File: src/rtl/core/jsu_pkg.sv
// ----------------------------------------------------------------------------
// jsu_pkg
// Types, codes and helper functions of the JSON string unescaper.
// ----------------------------------------------------------------------------
package jsu_pkg;

	// input item kinds
	localparam logic [1:0] KIND_BYTE  = 2'd0;
	localparam logic [1:0] KIND_END   = 2'd1;
	localparam logic [1:0] KIND_START = 2'd2;

	// error codes
	localparam logic [2:0] ERR_CTRL     = 3'd0;
	localparam logic [2:0] ERR_ESC_END  = 3'd1;
	localparam logic [2:0] ERR_BAD_HEX  = 3'd2;
	localparam logic [2:0] ERR_PAIR     = 3'd3;
	localparam logic [2:0] ERR_LONE_LOW = 3'd4;
	localparam logic [2:0] ERR_BAD_ESC  = 3'd5;
	localparam logic [2:0] ERR_UNTERM   = 3'd6;

	// characters
	localparam logic [7:0] CH_QUOTE  = 8'h22;
	localparam logic [7:0] CH_BSLASH = 8'h5C;
	localparam logic [7:0] CH_SLASH  = 8'h2F;
	localparam logic [7:0] CH_B      = 8'h62;
	localparam logic [7:0] CH_F      = 8'h66;
	localparam logic [7:0] CH_N      = 8'h6E;
	localparam logic [7:0] CH_R      = 8'h72;
	localparam logic [7:0] CH_T      = 8'h74;
	localparam logic [7:0] CH_U      = 8'h75;
	localparam logic [7:0] CTRL_LIMIT = 8'h20;

	// upper six bits of high and low surrogates
	localparam logic [5:0] SURR_HIGH = 6'b110110;
	localparam logic [5:0] SURR_LOW  = 6'b110111;
	localparam logic [20:0] SUPP_BASE = 21'h10000;

	localparam int MAX_RES = 4;
	localparam int RCNT_W  = $clog2(MAX_RES + 1);

	typedef enum logic [2:0] {
		M_DONE,
		M_TEXT,
		M_ESC,
		M_HEX,
		M_PAIR_BS,
		M_PAIR_U,
		M_PAIR_HEX
	} mode_t;

	typedef struct packed {
		logic [7:0] out_byte;
		logic       byte_valid;
		logic       finished;
		logic       error_flag;
		logic [2:0] error_kind;
	} result_t;

	typedef struct packed {
		logic [RCNT_W-1:0]         n;
		logic [MAX_RES-1:0][7:0]   b;
	} enc_t;

	// bit 4 set marks a non-hex character
	function automatic logic [4:0] hex_digit(input logic [7:0] c);
		logic [4:0] d;
		case (c) inside
			[8'h30:8'h39]: d = {1'b0, c[3:0]};
			[8'h61:8'h66]: d = {1'b0, c[3:0] + 4'd9};
			[8'h41:8'h46]: d = {1'b0, c[3:0] + 4'd9};
			default:       d = 5'h10;
		endcase
		return d;
	endfunction

	function automatic enc_t utf8_encode(input logic [20:0] cp);
		enc_t e;
		e = '0;
		if (cp < 21'h80) begin
			e.n    = RCNT_W'(1);
			e.b[0] = cp[7:0];
		end else if (cp < 21'h800) begin
			e.n    = RCNT_W'(2);
			e.b[0] = {3'b110, cp[10:6]};
			e.b[1] = {2'b10, cp[5:0]};
		end else if (cp < 21'h10000) begin
			e.n    = RCNT_W'(3);
			e.b[0] = {4'b1110, cp[15:12]};
			e.b[1] = {2'b10, cp[11:6]};
			e.b[2] = {2'b10, cp[5:0]};
		end else begin
			e.n    = RCNT_W'(4);
			e.b[0] = {5'b11110, cp[20:18]};
			e.b[1] = {2'b10, cp[17:12]};
			e.b[2] = {2'b10, cp[11:6]};
			e.b[3] = {2'b10, cp[5:0]};
		end
		return e;
	endfunction

endpackage

File: src/rtl/core/json_string_unescape.sv
// ----------------------------------------------------------------------------
// json_string_unescape
// Unescapes a JSON string body into UTF-8 bytes, one input byte per cycle while the result buffer is free.
// ----------------------------------------------------------------------------
// An input item lands in a one-entry input register, then passes through the
// escape and UTF-8 logic into a four-entry result buffer. Plain bytes flow
// at one item per cycle while the output does not stall. An item that
// makes k results (up to four for a \u escape beyond the basic plane) holds
// the buffer while its k results are taken, and the next item waits in the input
// register until the last of those results is taken. Items that make no
// result (backslash, hex digits, start items) put nothing in the buffer.
module json_string_unescape
	import jsu_pkg::*;
(
	input  logic       clk,
	input  logic       arst_n,
	input  logic       s_tvalid,
	output logic       s_tready,
	input  logic [7:0] s_tdata,   // [7:0] in_byte
	input  logic [1:0] s_tuser,   // [1:0] kind
	output logic       m_tvalid,
	input  logic       m_tready,
	output logic [7:0] m_tdata,   // [7:0] out_byte
	output logic [5:0] m_tuser,   // [0] byte_valid, [1] finished, [2] error_flag, [5:3] error_kind
	output logic       m_tlast
);

	logic              valid_s1;
	logic [1:0]        kind_s1;
	logic [7:0]        byte_s1;

	mode_t             mode_q, mode_d;
	logic [15:0]       acc_q, acc_d;
	logic [1:0]        dcnt_q, dcnt_d;
	logic [9:0]        hs_q, hs_d;

	result_t           res_q [MAX_RES];
	logic [RCNT_W-1:0] rcnt_q;

	result_t           res_d [MAX_RES];
	logic [RCNT_W-1:0] rcnt_d;

	logic              buf_free, advance, m_take;
	logic [4:0]        dig;
	logic [15:0]       acc_nx;
	logic              err_hit, fin_hit, pass_hit, enc_go;
	logic [2:0]        err_code;
	logic [20:0]       cp;
	enc_t              enc;

	assign m_take   = m_tvalid && m_tready;
	assign buf_free = (rcnt_q == '0) || ((rcnt_q == RCNT_W'(1)) && m_tready);
	assign advance  = valid_s1 && buf_free;
	assign s_tready = !valid_s1 || buf_free;

	// input register
	always_ff @(posedge clk or negedge arst_n) begin
		if (!arst_n) begin
			valid_s1 <= 1'b0;
		end else if (s_tready) begin
			valid_s1 <= s_tvalid;
		end
	end

	always_ff @(posedge clk) begin
		if (s_tready && s_tvalid) begin
			kind_s1 <= s_tuser;
			byte_s1 <= s_tdata;
		end
	end

	assign dig    = hex_digit(byte_s1);
	assign acc_nx = {acc_q[11:0], dig[3:0]};

	// escape decoding and state update
	always_comb begin
		mode_d   = mode_q;
		acc_d    = acc_q;
		dcnt_d   = dcnt_q;
		hs_d     = hs_q;
		err_hit  = 1'b0;
		err_code = ERR_CTRL;
		fin_hit  = 1'b0;
		pass_hit = 1'b0;
		enc_go   = 1'b0;
		cp       = '0;
		case (kind_s1)
			KIND_START: begin
				mode_d = M_TEXT;
				acc_d  = '0;
				dcnt_d = '0;
				hs_d   = '0;
			end
			KIND_END: begin
				if (mode_q != M_DONE) begin
					err_hit = 1'b1;
					case (mode_q)
						M_TEXT:  err_code = ERR_UNTERM;
						M_ESC:   err_code = ERR_ESC_END;
						M_HEX:   err_code = ERR_BAD_HEX;
						default: err_code = ERR_PAIR;
					endcase
				end
			end
			KIND_BYTE: begin
				case (mode_q)
					M_TEXT: begin
						if (byte_s1 == CH_QUOTE) begin
							fin_hit = 1'b1;
						end else if (byte_s1 < CTRL_LIMIT) begin
							err_hit  = 1'b1;
							err_code = ERR_CTRL;
						end else if (byte_s1 == CH_BSLASH) begin
							mode_d = M_ESC;
						end else begin
							pass_hit = 1'b1;
						end
					end
					M_ESC: begin
						case (byte_s1)
							CH_QUOTE, CH_BSLASH, CH_SLASH: begin
								enc_go = 1'b1;
								cp     = {13'd0, byte_s1};
							end
							CH_B: begin
								enc_go = 1'b1;
								cp     = 21'h08;
							end
							CH_F: begin
								enc_go = 1'b1;
								cp     = 21'h0C;
							end
							CH_N: begin
								enc_go = 1'b1;
								cp     = 21'h0A;
							end
							CH_R: begin
								enc_go = 1'b1;
								cp     = 21'h0D;
							end
							CH_T: begin
								enc_go = 1'b1;
								cp     = 21'h09;
							end
							CH_U: begin
								mode_d = M_HEX;
								acc_d  = '0;
								dcnt_d = '0;
							end
							default: begin
								err_hit  = 1'b1;
								err_code = ERR_BAD_ESC;
							end
						endcase
					end
					M_HEX, M_PAIR_HEX: begin
						if (dig[4]) begin
							err_hit  = 1'b1;
							err_code = (mode_q == M_HEX) ? ERR_BAD_HEX : ERR_PAIR;
						end else begin
							acc_d = acc_nx;
							if (dcnt_q != 2'd3) begin
								dcnt_d = dcnt_q + 2'd1;
							end else begin
								dcnt_d = '0;
								if (mode_q == M_PAIR_HEX) begin
									if (acc_nx[15:10] != SURR_LOW) begin
										err_hit  = 1'b1;
										err_code = ERR_PAIR;
									end else begin
										enc_go = 1'b1;
										cp     = SUPP_BASE + {1'b0, hs_q, acc_nx[9:0]};
									end
								end else if (acc_nx[15:10] == SURR_HIGH) begin
									hs_d   = acc_nx[9:0];
									mode_d = M_PAIR_BS;
								end else if (acc_nx[15:10] == SURR_LOW) begin
									err_hit  = 1'b1;
									err_code = ERR_LONE_LOW;
								end else begin
									enc_go = 1'b1;
									cp     = {5'd0, acc_nx};
								end
							end
						end
					end
					M_PAIR_BS: begin
						if (byte_s1 != CH_BSLASH) begin
							err_hit  = 1'b1;
							err_code = ERR_PAIR;
						end else begin
							mode_d = M_PAIR_U;
						end
					end
					M_PAIR_U: begin
						if (byte_s1 != CH_U) begin
							err_hit  = 1'b1;
							err_code = ERR_PAIR;
						end else begin
							mode_d = M_PAIR_HEX;
							acc_d  = '0;
							dcnt_d = '0;
						end
					end
					default: begin
						mode_d = mode_q;
					end
				endcase
			end
			default: begin
				mode_d = mode_q;
			end
		endcase
		if (err_hit || fin_hit) begin
			mode_d = M_DONE;
		end else if (enc_go) begin
			mode_d = M_TEXT;
		end
	end

	assign enc = utf8_encode(cp);

	// result set for this item
	always_comb begin
		for (int i = 0; i < MAX_RES; i++) begin
			res_d[i] = '0;
		end
		rcnt_d = '0;
		if (err_hit) begin
			rcnt_d              = RCNT_W'(1);
			res_d[0].error_flag = 1'b1;
			res_d[0].error_kind = err_code;
		end else if (fin_hit) begin
			rcnt_d            = RCNT_W'(1);
			res_d[0].finished = 1'b1;
		end else if (pass_hit) begin
			rcnt_d              = RCNT_W'(1);
			res_d[0].out_byte   = byte_s1;
			res_d[0].byte_valid = 1'b1;
		end else if (enc_go) begin
			rcnt_d = enc.n;
			for (int i = 0; i < MAX_RES; i++) begin
				res_d[i].out_byte   = enc.b[i];
				res_d[i].byte_valid = (RCNT_W'(i) < enc.n);
			end
		end
	end

	always_ff @(posedge clk or negedge arst_n) begin
		if (!arst_n) begin
			mode_q <= M_DONE;
			acc_q  <= '0;
			dcnt_q <= '0;
			hs_q   <= '0;
			rcnt_q <= '0;
		end else begin
			if (advance) begin
				mode_q <= mode_d;
				acc_q  <= acc_d;
				dcnt_q <= dcnt_d;
				hs_q   <= hs_d;
				rcnt_q <= rcnt_d;
			end else if (m_take) begin
				rcnt_q <= rcnt_q - RCNT_W'(1);
			end
		end
	end

	// result buffer drains from entry zero
	always_ff @(posedge clk) begin
		if (advance) begin
			for (int i = 0; i < MAX_RES; i++) begin
				res_q[i] <= res_d[i];
			end
		end else if (m_take) begin
			for (int i = 0; i < MAX_RES - 1; i++) begin
				res_q[i] <= res_q[i+1];
			end
		end
	end

	assign m_tvalid = (rcnt_q != '0);
	assign m_tlast  = (rcnt_q == RCNT_W'(1));
	assign m_tdata  = res_q[0].out_byte;
	assign m_tuser  = {res_q[0].error_kind, res_q[0].error_flag,
		res_q[0].finished, res_q[0].byte_valid};

endmodule

File: config.mk
export PLATFORM = sky130hd
export DESIGN_NAME = json_string_unescape
export DESIGN_NICKNAME = d
export VERILOG_FILES = /design/src/rtl/core/jsu_pkg.sv /design/src/rtl/core/json_string_unescape.sv
export SDC_FILE = /design/constraint.sdc
export NUM_CORES = 1
export LEC_CHECK = 0
export BUFFER_PORTS_ARGS = -buffer_cell sky130_fd_sc_hd__buf_2
export CAP_MARGIN = 20
export CORE_UTILIZATION = 25
export DETAILED_ROUTE_END_ITERATION = 12
export PLACE_DENSITY_LB_ADDON = 0.3
export SYNTH_ARGS = -nofsm -noshare
export SYNTH_HDL_FRONTEND = slang
export SYNTH_SLANG_ARGS = --single-unit
File: constraint.sdc
create_clock -name clk -period 6.7 [get_ports clk]
set_clock_uncertainty 0.15 [all_clocks]
set_input_delay 0.335 -clock clk [delete_from_list [all_inputs] [get_ports clk]]
set_output_delay 0.335 -clock clk [all_outputs]
set_load 0.005 [all_outputs]
==> results of run 1 <==
metrics by stage:
stage / hold slack [ns] / util / area (sq um)
final: 0.00490 / 0.285 / 6030
after detailed placement: 0.317 / 0.268 / 5680
after global routing: 0.00374 / 0.285 / 6030
after floorplan: -0.111 / - / 5430
after global placement: 0.314 / 0.268 / 5680
after CTS: 0.00262 / 0.284 / 6020
Yosys cell counts, drive strengths merged (3+ instances only):
cell type,instances,area share
a211oi,8,0.011
a21o,6,0.0083
a21oi,31,0.030
a221oi,3,0.011
a22o,3,0.0048
a22oi,9,0.012
a2bb2oi,4,0.0064
a311oi,3,0.0048
a31oi,10,0.012
a32oi,6,0.0097
and2,13,0.015
and3,8,0.0092
and3b,3,0.0048
and4b,4,0.0076
and4bb,3,0.0069
buf,22,0.029
clkbuf,30,0.021
dfrtp,31,0.14
edfxtp,48,0.27
ha,9,0.021
inv,14,0.0097
mux2i,5,0.0092
nand2,95,0.067
nand2b,7,0.0081
nand3,21,0.020
nand3b,4,0.0055
nand4,10,0.012
nand4b,3,0.0048
nor2,36,0.026
nor2b,5,0.0058
nor3,9,0.0092
nor3b,3,0.0041
nor4,7,0.0092
o2111ai,3,0.0048
o211ai,9,0.015
o21a,4,0.0055
o21ai,54,0.053
o22ai,6,0.0069
o31ai,16,0.023
or2,3,0.0035
or3,3,0.0037
or4,4,0.0062
xor2,3,0.0048
cell type report:
cell class | count | area (sq um)
repair buffers | 38 | 228
fillers | 2266 | 15100
flip-flops and latches | 79 | 2220
inverters | 14 | 52.6
clock inverters | 7 | 72.6
multi-input cells | 462 | 2890
well taps | 275 | 344
clock buffers | 9 | 225
cell families (layout without fill, tap and decap cells):
logic type               after synthesis  after routing  synth area share
buffers and inverters                 66             68            0.0592
adder cells (fa/ha/maj)                9              9            0.0207
AND/OR/NAND/NOR                      249            249             0.243
AO/OA/AOI/OAI                        193            193             0.249
multiplexers                           7              7            0.0134
flip-flops                            79             79             0.408
XOR/XNOR                               4              4           0.00645
power groups by stage:
stage	Combinational [mW]	Sequential, mW	Clock, mW
3_3_place_gp	0.632	0.811	0
5_1_grt	0.708	0.824	0.527
3_5_place_dp	0.634	0.812	0
2_1_floorplan	0.527	0.720	0
4_1_cts	0.637	0.803	0.512
6_report	0.642	0.807	0.503
how the worst max path moves through the flow:
stage | end | slack (ns) | depth (start not counted)
finish | res_q[0][34]$_DFFE_PP_ | 2.79 | 8
global route | res_q[0][35]$_DFFE_PP_ | 2.52 | 10
CTS | res_q[0][34]$_DFFE_PP_ | 2.85 | 8
detailed placement | res_q[0][34]$_DFFE_PP_ | 2.88 | 8
floorplan | res_q[0][8]$_DFFE_PP_ | 3.74 | 11
global placement | res_q[0][35]$_DFFE_PP_ | 2.90 | 8
sequential cells by signal, indices dropped and copies added (netlist names):
name,flops
byte_s1,8
kind_s1,2
mode_q,3
rcnt_q,3
hs_q,10
dcnt_q,2
res_q,38
valid_s1,1
acc_q,12
layer usage:
metal / GRT usage / vias to the layer above
met1: 0.215 / 2353
met3: 0.0235 / 30
met4: 0.0663 / 0
met2: 0.247 / 194
li1: - / 2281
met5: 0 / -
what timing repair did:
action,4_1_cts,5_1_grt
endpoints found under the hold margin,34,0
hold buffers,4,0
setup buffers,0,0
resized for setup,0,0
==> results.json, run 1 <==
{
  "status": "complete, no violations",
  "insertion_delay_ns": 0.36,
  "antenna_left": 0,
  "pin_count": 31,
  "rsz0062_at_grt": "no",
  "syn_area_sq_um": 5430,
  "dr.pass1.iters": 5,
  "power_density_nw_per_um2": 324,
  "wl_per_cell_um": 19.1,
  "internal-power_mw": 1.18,
  "synth_warnings": 0,
  "pwr-share-clk": 0.258,
  "worst_pin_slew_ns": 0.950,
  "dp_hpwl_um": 12400,
  "cp_max_fo": 22,
  "path_buf_inv": 1,
  "yosys.cell_types.count": 87,
  "rr_worst_depth": 8,
  "final_common_cell": "nand2_1",
  "setup_slack_ns": 2.79,
  "swShare": 0.398,
  "whs_path_depth": 1,
  "top_layer": "met4",
  "hold_viol_final": 0,
  "synth_nets": 630,
  "critPathMaxStageDelay_ns": 0.70,
  "layout-area-overhead-vs-synth_pct": 11.1,
  "fmax_mhz": 256,
  "grt_usage": 0.158,
  "drtIter0Drc": 555,
  "power.leakage_nw": 2.20,
  "final_cell_mix": "nand2_1 (93), edfxtp_1 (48), nor2_1 (35)",
  "path_cells": "or4b_4 -> a221oi_4 -> nor2_4 -> nor4_2 -> nand2b_1 -> inv_2 -> nor2_1 -> o31ai_1",
  "root_buffer": "clkbuf_16",
  "clk_path_buf_depth": 2,
  "drc": 0,
  "dieHeight_um": 149,
  "numClockSinks": 79,
  "period_share": 0.583,
  "dr_wl_met2_um": 7760,
  "antenna_found_initial": 0,
  "place_inst": 863,
  "crit_path_start": "byte_s1[3]$_DFFE_PP_",
  "min_from": "s_tdata[2]",
  "cts_tree": "yes",
  "drive_gt1_frac": 0.133,
  "rows": 53,
  "arrival_ns": 3.94,
  "clk_pin_slew_worst_paths_ns": 0.07,
  "rr_startpoint": "byte_s1[3]$_DFFE_PP_",
  "maxCapViolCount": 0,
  "finalSetupViolCount": 0,
  "final_max_slew_viol_count": 0,
  "gp_congestion": 0.919,
  "synth_cells": 607,
  "wl_met1_um": 7870,
  "total_power_mw": 1.95,
  "ys_seq_area_frac": 0.408,
  "max-vdd-ir-drop_v": 0.000116,
  "wirelength_um": 16900,
  "p_sw_uw": 776,
  "min_to": "byte_s1[2]$_DFFE_PP_",
  "vias": 4858,
  "critPathSlowestCell": "edfxtp_1",
  "core_area_sq_um": 21200,
  "dieArea_sq_um": 22300,
  "grt_pass1_wl_um": 26400,
  "timing.slew.headroom": 0.364,
  "num_antenna_cells": 0,
  "final_cells": 884,
  "cp-start-kind": "flip-flop",
  "r2r_slack_ns": 2.79,
  "htree_levels": 3,
  "vias_per_cell": 5.50,
  "synth_edf_count": 48,
  "place_ws_ns": 2.88,
  "endpoint_kind": "flip-flop",
  "cts_made_buffers": 9,
  "grt_pass1_vias": 4463,
  "final_nets": 627,
  "grt_max_degree": 35,
  "gr-total-overflow": 0,
  "start_util": 0.257,
  "tns_ns": 0,
  "dr_wl_met3_um": 900,
  "yosys_most_used_dff": "edfxtp_1",
  "hold_path_class": "in -> reg",
  "synth_seq_cells": 79,
  "timing.rr.end": "res_q[0][34]$_DFFE_PP_",
  "crit_type": "reg -> reg",
  "die_w_um": 149,
  "path_delay_family": "simple AND/OR/NAND/NOR gates",
  "period_minus_slack_ns": 3.91,
  "crit_required_ns": 6.73,
  "pwr-share-comb": 0.329,
  "pwr-share-seq": 0.413,
  "io_buffers": 30,
  "postSynth.asyncResetShare": 0.392,
  "synth_area_per_cell_sq_um": 8.95
}
No activity file was read; power rests on OpenSTA's default activity.
==> inputs of run 2 (changes only) <==
==> constraint.sdc (replaced) <==
create_clock -name clk -period 3.6 [get_ports clk]
set_clock_uncertainty 0.15 [all_clocks]
set_input_delay 0.18 -clock clk [delete_from_list [all_inputs] [get_ports clk]]
set_output_delay 0.18 -clock clk [all_outputs]
set_load 0.005 [all_outputs]
==> run 2 against run 1 <==
Against the previous run: non-clock buffer count up 35; sequential share of layout area fell by 1.6 points; via count up 2.3%; sequential power up 70%; final area is 4.6% higher; first-iteration DRC count grew 7.9%; maximum frequency increased by 17%; clock-buffer cell count stayed put.
==> results.json, run 2 (same netlist as run 1, synthesis figures left out) <==
{
  "start_util": 0.257,
  "gr-total-overflow": 0,
  "layout-area-overhead-vs-synth_pct": 16.2,
  "rr_startpoint": "byte_s1[0]$_DFFE_PP_",
  "worst_pin_slew_ns": 0.793,
  "tns_ns": 0,
  "power.leakage_nw": 2.36,
  "drive_gt1_frac": 0.169,
  "place_ws_ns": 0.171,
  "final_max_slew_viol_count": 0,
  "cp-start-kind": "flip-flop",
  "clk_path_buf_depth": 2,
  "grt_pass1_vias": 4678,
  "clk_pin_slew_worst_paths_ns": 0.06,
  "pwr-share-clk": 0.254,
  "drtIter0Drc": 599,
  "dp_hpwl_um": 13000,
  "whs_path_depth": 3,
  "worst_hold_slack_ns": 0.0233,
  "timing.rr.end": "res_q[0][7]$_DFFE_PP_",
  "pwr-share-comb": 0.381,
  "crit_type": "reg -> reg",
  "numClockSinks": 79,
  "dieArea_sq_um": 22300,
  "max-vdd-ir-drop_v": 0.000186,
  "regMostFlops": "res_q",
  "final_nets": 662,
  "swShare": 0.394,
  "cp_max_fo": 10,
  "rows": 53,
  "vias": 4972,
  "maxCapViolCount": 0,
  "gp_congestion": 0.912,
  "timing.slew.headroom": 0.472,
  "n_fill_cell": 2200,
  "final_cell_mix": "nand2_1 (93), edfxtp_1 (48), nor2_1 (35)",
  "p_sw_mw": 1.48,
  "die_w_um": 149,
  "antenna_left": 0,
  "status": "complete, no violations",
  "grt_usage": 0.164,
  "dieHeight_um": 149,
  "wirelength_um": 17200,
  "grt_max_degree": 35,
  "final_common_cell": "nand2_1",
  "crit_required_ns": 3.59,
  "cts_tree": "yes",
  "largest_registers": "res_q (38), acc_q (12), hs_q (10)",
  "r2r_slack_ns": 0.25,
  "core_area_sq_um": 21200,
  "vias_per_cell": 5.41,
  "min_to": "rcnt_q[2]$_DFFE_PN0P_",
  "grt_pass1_wl_um": 27500,
  "finalSetupViolCount": 0,
  "power_density_nw_per_um2": 594,
  "antenna_found_initial": 0,
  "hold_path_class": "in -> reg",
  "drc": 0,
  "rr_worst_depth": 10,
  "root_buffer": "clkbuf_16",
  "num_antenna_cells": 0,
  "hold_viol_final": 0,
  "pwr-share-seq": 0.365,
  "largest_register_ffs": 38,
  "total_power_mw": 3.75,
  "crit_path_start": "byte_s1[0]$_DFFE_PP_",
  "min_from": "m_tready",
  "cts_made_buffers": 9,
  "io_buffers": 30,
  "rsz0062_at_grt": "no",
  "insertion_delay_ns": 0.36,
  "dr.pass1.iters": 5,
  "fmax_mhz": 299,
  "period_share": 0.929,
  "pin_count": 31,
  "endpoint_kind": "flip-flop",
  "htree_levels": 3,
  "internal-power_mw": 2.27,
  "arrival_ns": 3.33,
  "setup_slack_ns": 0.254,
  "wl_per_cell_um": 18.7,
  "period_minus_slack_ns": 3.35
}
[run 2: cell types whose count changed in the layout (fill, tap and decap cells not counted), sizes merged]
cell,delta
clkinv,-4
clkinvlp,+1
buf,+27
dlygate4sd3,+8
inv,+3
[run 2: worst max-delay path by stage]
stage | end | slack [ns] | cells after the start
after floorplan | res_q[0][8]$_DFFE_PP_ | 0.64 | 11
after global placement | res_q[0][7]$_DFFE_PP_ | 0.22 | 9
after detailed placement | res_q[0][7]$_DFFE_PP_ | 0.17 | 9
after CTS | res_q[0][7]$_DFFE_PP_ | 0.14 | 9
after global routing | res_q[0][7]$_DFFE_PP_ | 0.04 | 10
final | res_q[0][7]$_DFFE_PP_ | 0.25 | 10
[run 2: layout make-up]
cell class / count / area [sq um] / share of cell area
Timing Repair Buffer: 73 / 503 / 0.0797
Clock buffer: 9 / 225 / 0.0357
Multi-Input combinational cell: 462 / 2890 / 0.458
Sequential cell: 79 / 2220 / 0.351
Inverter: 14 / 52.6 / 0.00833
Clock inverter: 7 / 77.6 / 0.0123
Tap cell: 275 / 344 / 0.0545
[run 2: power by group through the flow]
stage	Clock [mW]	Combinational (mW)	Sequential, mW
after floorplan	0	0.981	1.34
after global placement	0	1.43	1.38
after detailed placement	0	1.40	1.39
after CTS	0.972	1.42	1.37
after global routing	1.01	1.58	1.40
final	0.954	1.43	1.37
[run 2: routing by layer]
| metal | share of wire | vias up | global-route usage |
|---|---|---|---|
| li1 | - | 2354 | - |
| met4 | 0.032 | 0 | 0.0704 |
| met5 | 0 | - | 0 |
| met3 | 0.065 | 43 | 0.0284 |
| met2 | 0.44 | 218 | 0.249 |
| met1 | 0.46 | 2357 | 0.226 |
[run 2: critical path, stage by stage (launching register included)]
cell and delay (ns):
edfxtp_1 0.47, inv_1 0.22, ha_1 0.40, o21bai_1 0.15, a21oi_2 0.22, buf_4 0.18
o21ai_2 0.14, or3_1 0.56, o21ai_2 0.18, a211oi_1 0.09, o31ai_1 0.37
[run 2: metrics by stage]
stage          utilization  area (sq um)  instances
3_3_place_gp         0.278          5880        890
4_1_cts              0.298          6300        918
3_5_place_dp         0.278          5880        890
5_1_grt              0.298          6310        919
2_1_floorplan            -          5430        607
6_report             0.298          6310        919
[run 2: repair_timing]
action	CTS	global route
endpoints found under the setup margin	0	2
hold buffers	12	0
buffers inserted	0	1
hold endpoints to repair	42	0
resized for setup	0	0
==> inputs of run 3 (changes only) <==
--- a/config.mk
+++ b/config.mk
@@ -9,7 +9,7 @@
 export CAP_MARGIN = 20
 export CORE_UTILIZATION = 25
 export DETAILED_ROUTE_END_ITERATION = 12
-export PLACE_DENSITY_LB_ADDON = 0.3
+export PLACE_DENSITY_LB_ADDON = 0.1
 export SYNTH_ARGS = -nofsm -noshare
 export SYNTH_HDL_FRONTEND = slang
 export SYNTH_SLANG_ARGS = --single-unit
==> run 3 against run 2 <==
Against the previous run: setup slack worse by 0.0030 ns; flip-flop and latch count did not move; first-iteration DRC count fell by 28%; critical endpoint is now res_q[0][6]$_DFFE_PP_; sequential power rose by 3%; largest power group is now registers; clock power is 3.0% higher.
==> results.json, run 3 (same netlist as run 1, synthesis figures left out) <==
{
  "grt_pass1_vias": 4760,
  "die_w_um": 149,
  "cts_made_buffers": 9,
  "final_nets": 662,
  "cts_tree": "yes",
  "hold_path_class": "in -> reg",
  "pwr-share-comb": 0.371,
  "vias_per_cell": 5.39,
  "root_buffer": "clkbuf_16",
  "start_util": 0.257,
  "wl_per_cell_um": 20.7,
  "insertion_delay_ns": 0.36,
  "regMostFlops": "res_q",
  "hold_viol_final": 0,
  "num_antenna_cells": 0,
  "grt_usage": 0.178,
  "rsz0062_at_grt": "no",
  "finalSetupViolCount": 0,
  "core_area_sq_um": 21200,
  "drtIter0Drc": 429,
  "arrival_ns": 3.37,
  "clk_pin_slew_worst_paths_ns": 0.07,
  "dp_hpwl_um": 14300,
  "gr-total-overflow": 0,
  "io_buffers": 30,
  "pwr-share-seq": 0.370,
  "postCtsSetupRepairBufs": 0,
  "p_sw_mw": 1.52,
  "rows": 53,
  "pin_count": 31,
  "grt_pass1_wl_um": 29300,
  "largest_registers": "res_q (38), acc_q (12), hs_q (10)",
  "timing.slew.headroom": 0.455,
  "vias": 4953,
  "gp_congestion": 0.854,
  "worst_pin_slew_ns": 0.818,
  "dieArea_sq_um": 22300,
  "cp_max_fo": 10,
  "cp-start-kind": "flip-flop",
  "power_density_nw_per_um2": 601,
  "clk_path_buf_depth": 2,
  "grt_max_degree": 35,
  "antenna_found_initial": 0,
  "maxCapViolCount": 0,
  "status": "complete, no violations",
  "endpoint_kind": "flip-flop",
  "final_max_slew_viol_count": 0,
  "internal-power_mw": 2.28,
  "layout-area-overhead-vs-synth_pct": 16.5,
  "crit_required_ns": 3.63,
  "dieHeight_um": 149,
  "power.leakage_nw": 2.38,
  "ctsResizeCount": 0,
  "place_ws_ns": 0.262,
  "fmax_mhz": 299,
  "period_share": 0.930,
  "max-vdd-ir-drop_v": 0.000231,
  "n_fill_cell": 2248,
  "antenna_left": 0,
  "drc": 0,
  "final_common_cell": "nand2_1",
  "drive_gt1_frac": 0.169,
  "final_cell_mix": "nand2_1 (93), edfxtp_1 (48), nor2_1 (35)",
  "ctsHoldBuffers": 12,
  "largest_register_ffs": 38,
  "wirelength_um": 19000,
  "crit_type": "reg -> reg",
  "period_minus_slack_ns": 3.35,
  "dr.pass1.iters": 7,
  "htree_levels": 3,
  "numClockSinks": 79,
  "setup_slack_ns": 0.251,
  "pwr-share-clk": 0.259,
  "swShare": 0.400,
  "tns_ns": 0
}
run 3: changes by cell type in the layout (fill, tap and decap cells not counted):
cell,change
clkinv_4,+2
clkinvlp_2,-2
buf_4,-1
buf_8,+1
run 3: per-stage QoR:
| stage | total power [mW] | std cells | instance area, sq um | hold WS [ns] | utilization |
|---|---|---|---|---|---|
| 6_report | 3.80 | 919 | 6330 | 0.0129 | 0.299 |
| 5_1_grt | 4.04 | 919 | 6330 | 0.0300 | 0.299 |
| 4_1_cts | 3.84 | 918 | 6310 | 0.00133 | 0.298 |
| 3_5_place_dp | 2.83 | 890 | 5880 | 0.172 | 0.278 |
| 3_3_place_gp | 2.84 | 890 | 5880 | 0.175 | 0.278 |
| 2_1_floorplan | 2.32 | 607 | 5430 | -0.266 | - |
run 3: final cells by class:
type                    instances  area [sq um]  area share
well taps                     275           344      0.0544
clock inverters                 7          85.1      0.0134
inverters                      14          52.6     0.00831
clock buffers                   9           225      0.0356
multi-input cells             462          2890       0.457
repair buffers                 73           510      0.0807
flip-flops and latches         79          2220       0.350
run 3: worst paths after layout:
kind                                       startpoint                    end  slack, ns  cells past startpoint
worst min-delay path                         m_tready  rcnt_q[2]$_DFFE_PN0P_       0.01                      3
worst max register to register   byte_s1[7]$_DFFE_PP_  res_q[0][6]$_DFFE_PP_       0.25                      7
worst min register to register  dcnt_q[1]$_DFFE_PN0P_  dcnt_q[1]$_DFFE_PN0P_       0.35                      2
worst max-delay path             byte_s1[7]$_DFFE_PP_  res_q[0][6]$_DFFE_PP_       0.25                      7
max in group asynchronous                      arst_n   acc_q[6]$_DFFE_PN0P_       2.48                      2
min in group asynchronous                      arst_n    hs_q[7]$_DFFE_PN0P_       0.29                      2
run 3: per-layer routing:
metal | global-route usage | up-vias | routed length (um) | share of wire
met2 | 0.280 | 191 | 8840 | 0.47
met4 | 0.0505 | 0 | 298 | 0.016
li1 | - | 2352 | - | -
met5 | 0 | - | 0 | 0
met3 | 0.0349 | 17 | 1240 | 0.065
met1 | 0.247 | 2393 | 8620 | 0.45
run 3: power by group through the flow:
stage                     Sequential (mW)  Clock (mW)  Combinational, mW
after global routing                 1.44        1.04               1.57
final                                1.41       0.983               1.41
after floorplan                      1.34           0              0.981
after CTS                            1.41        1.01               1.42
after global placement               1.43           0               1.41
after detailed placement             1.42           0               1.40
run 3: critical path, stage by stage (launching register included):
cell	delay, ns
edfxtp_1	0.51
or4b_4	0.62
a221o_1	0.37
a32oi_1	0.45
nand4_1	0.21
o21ai_4	0.30
nand2_2	0.22
o31ai_1	0.32
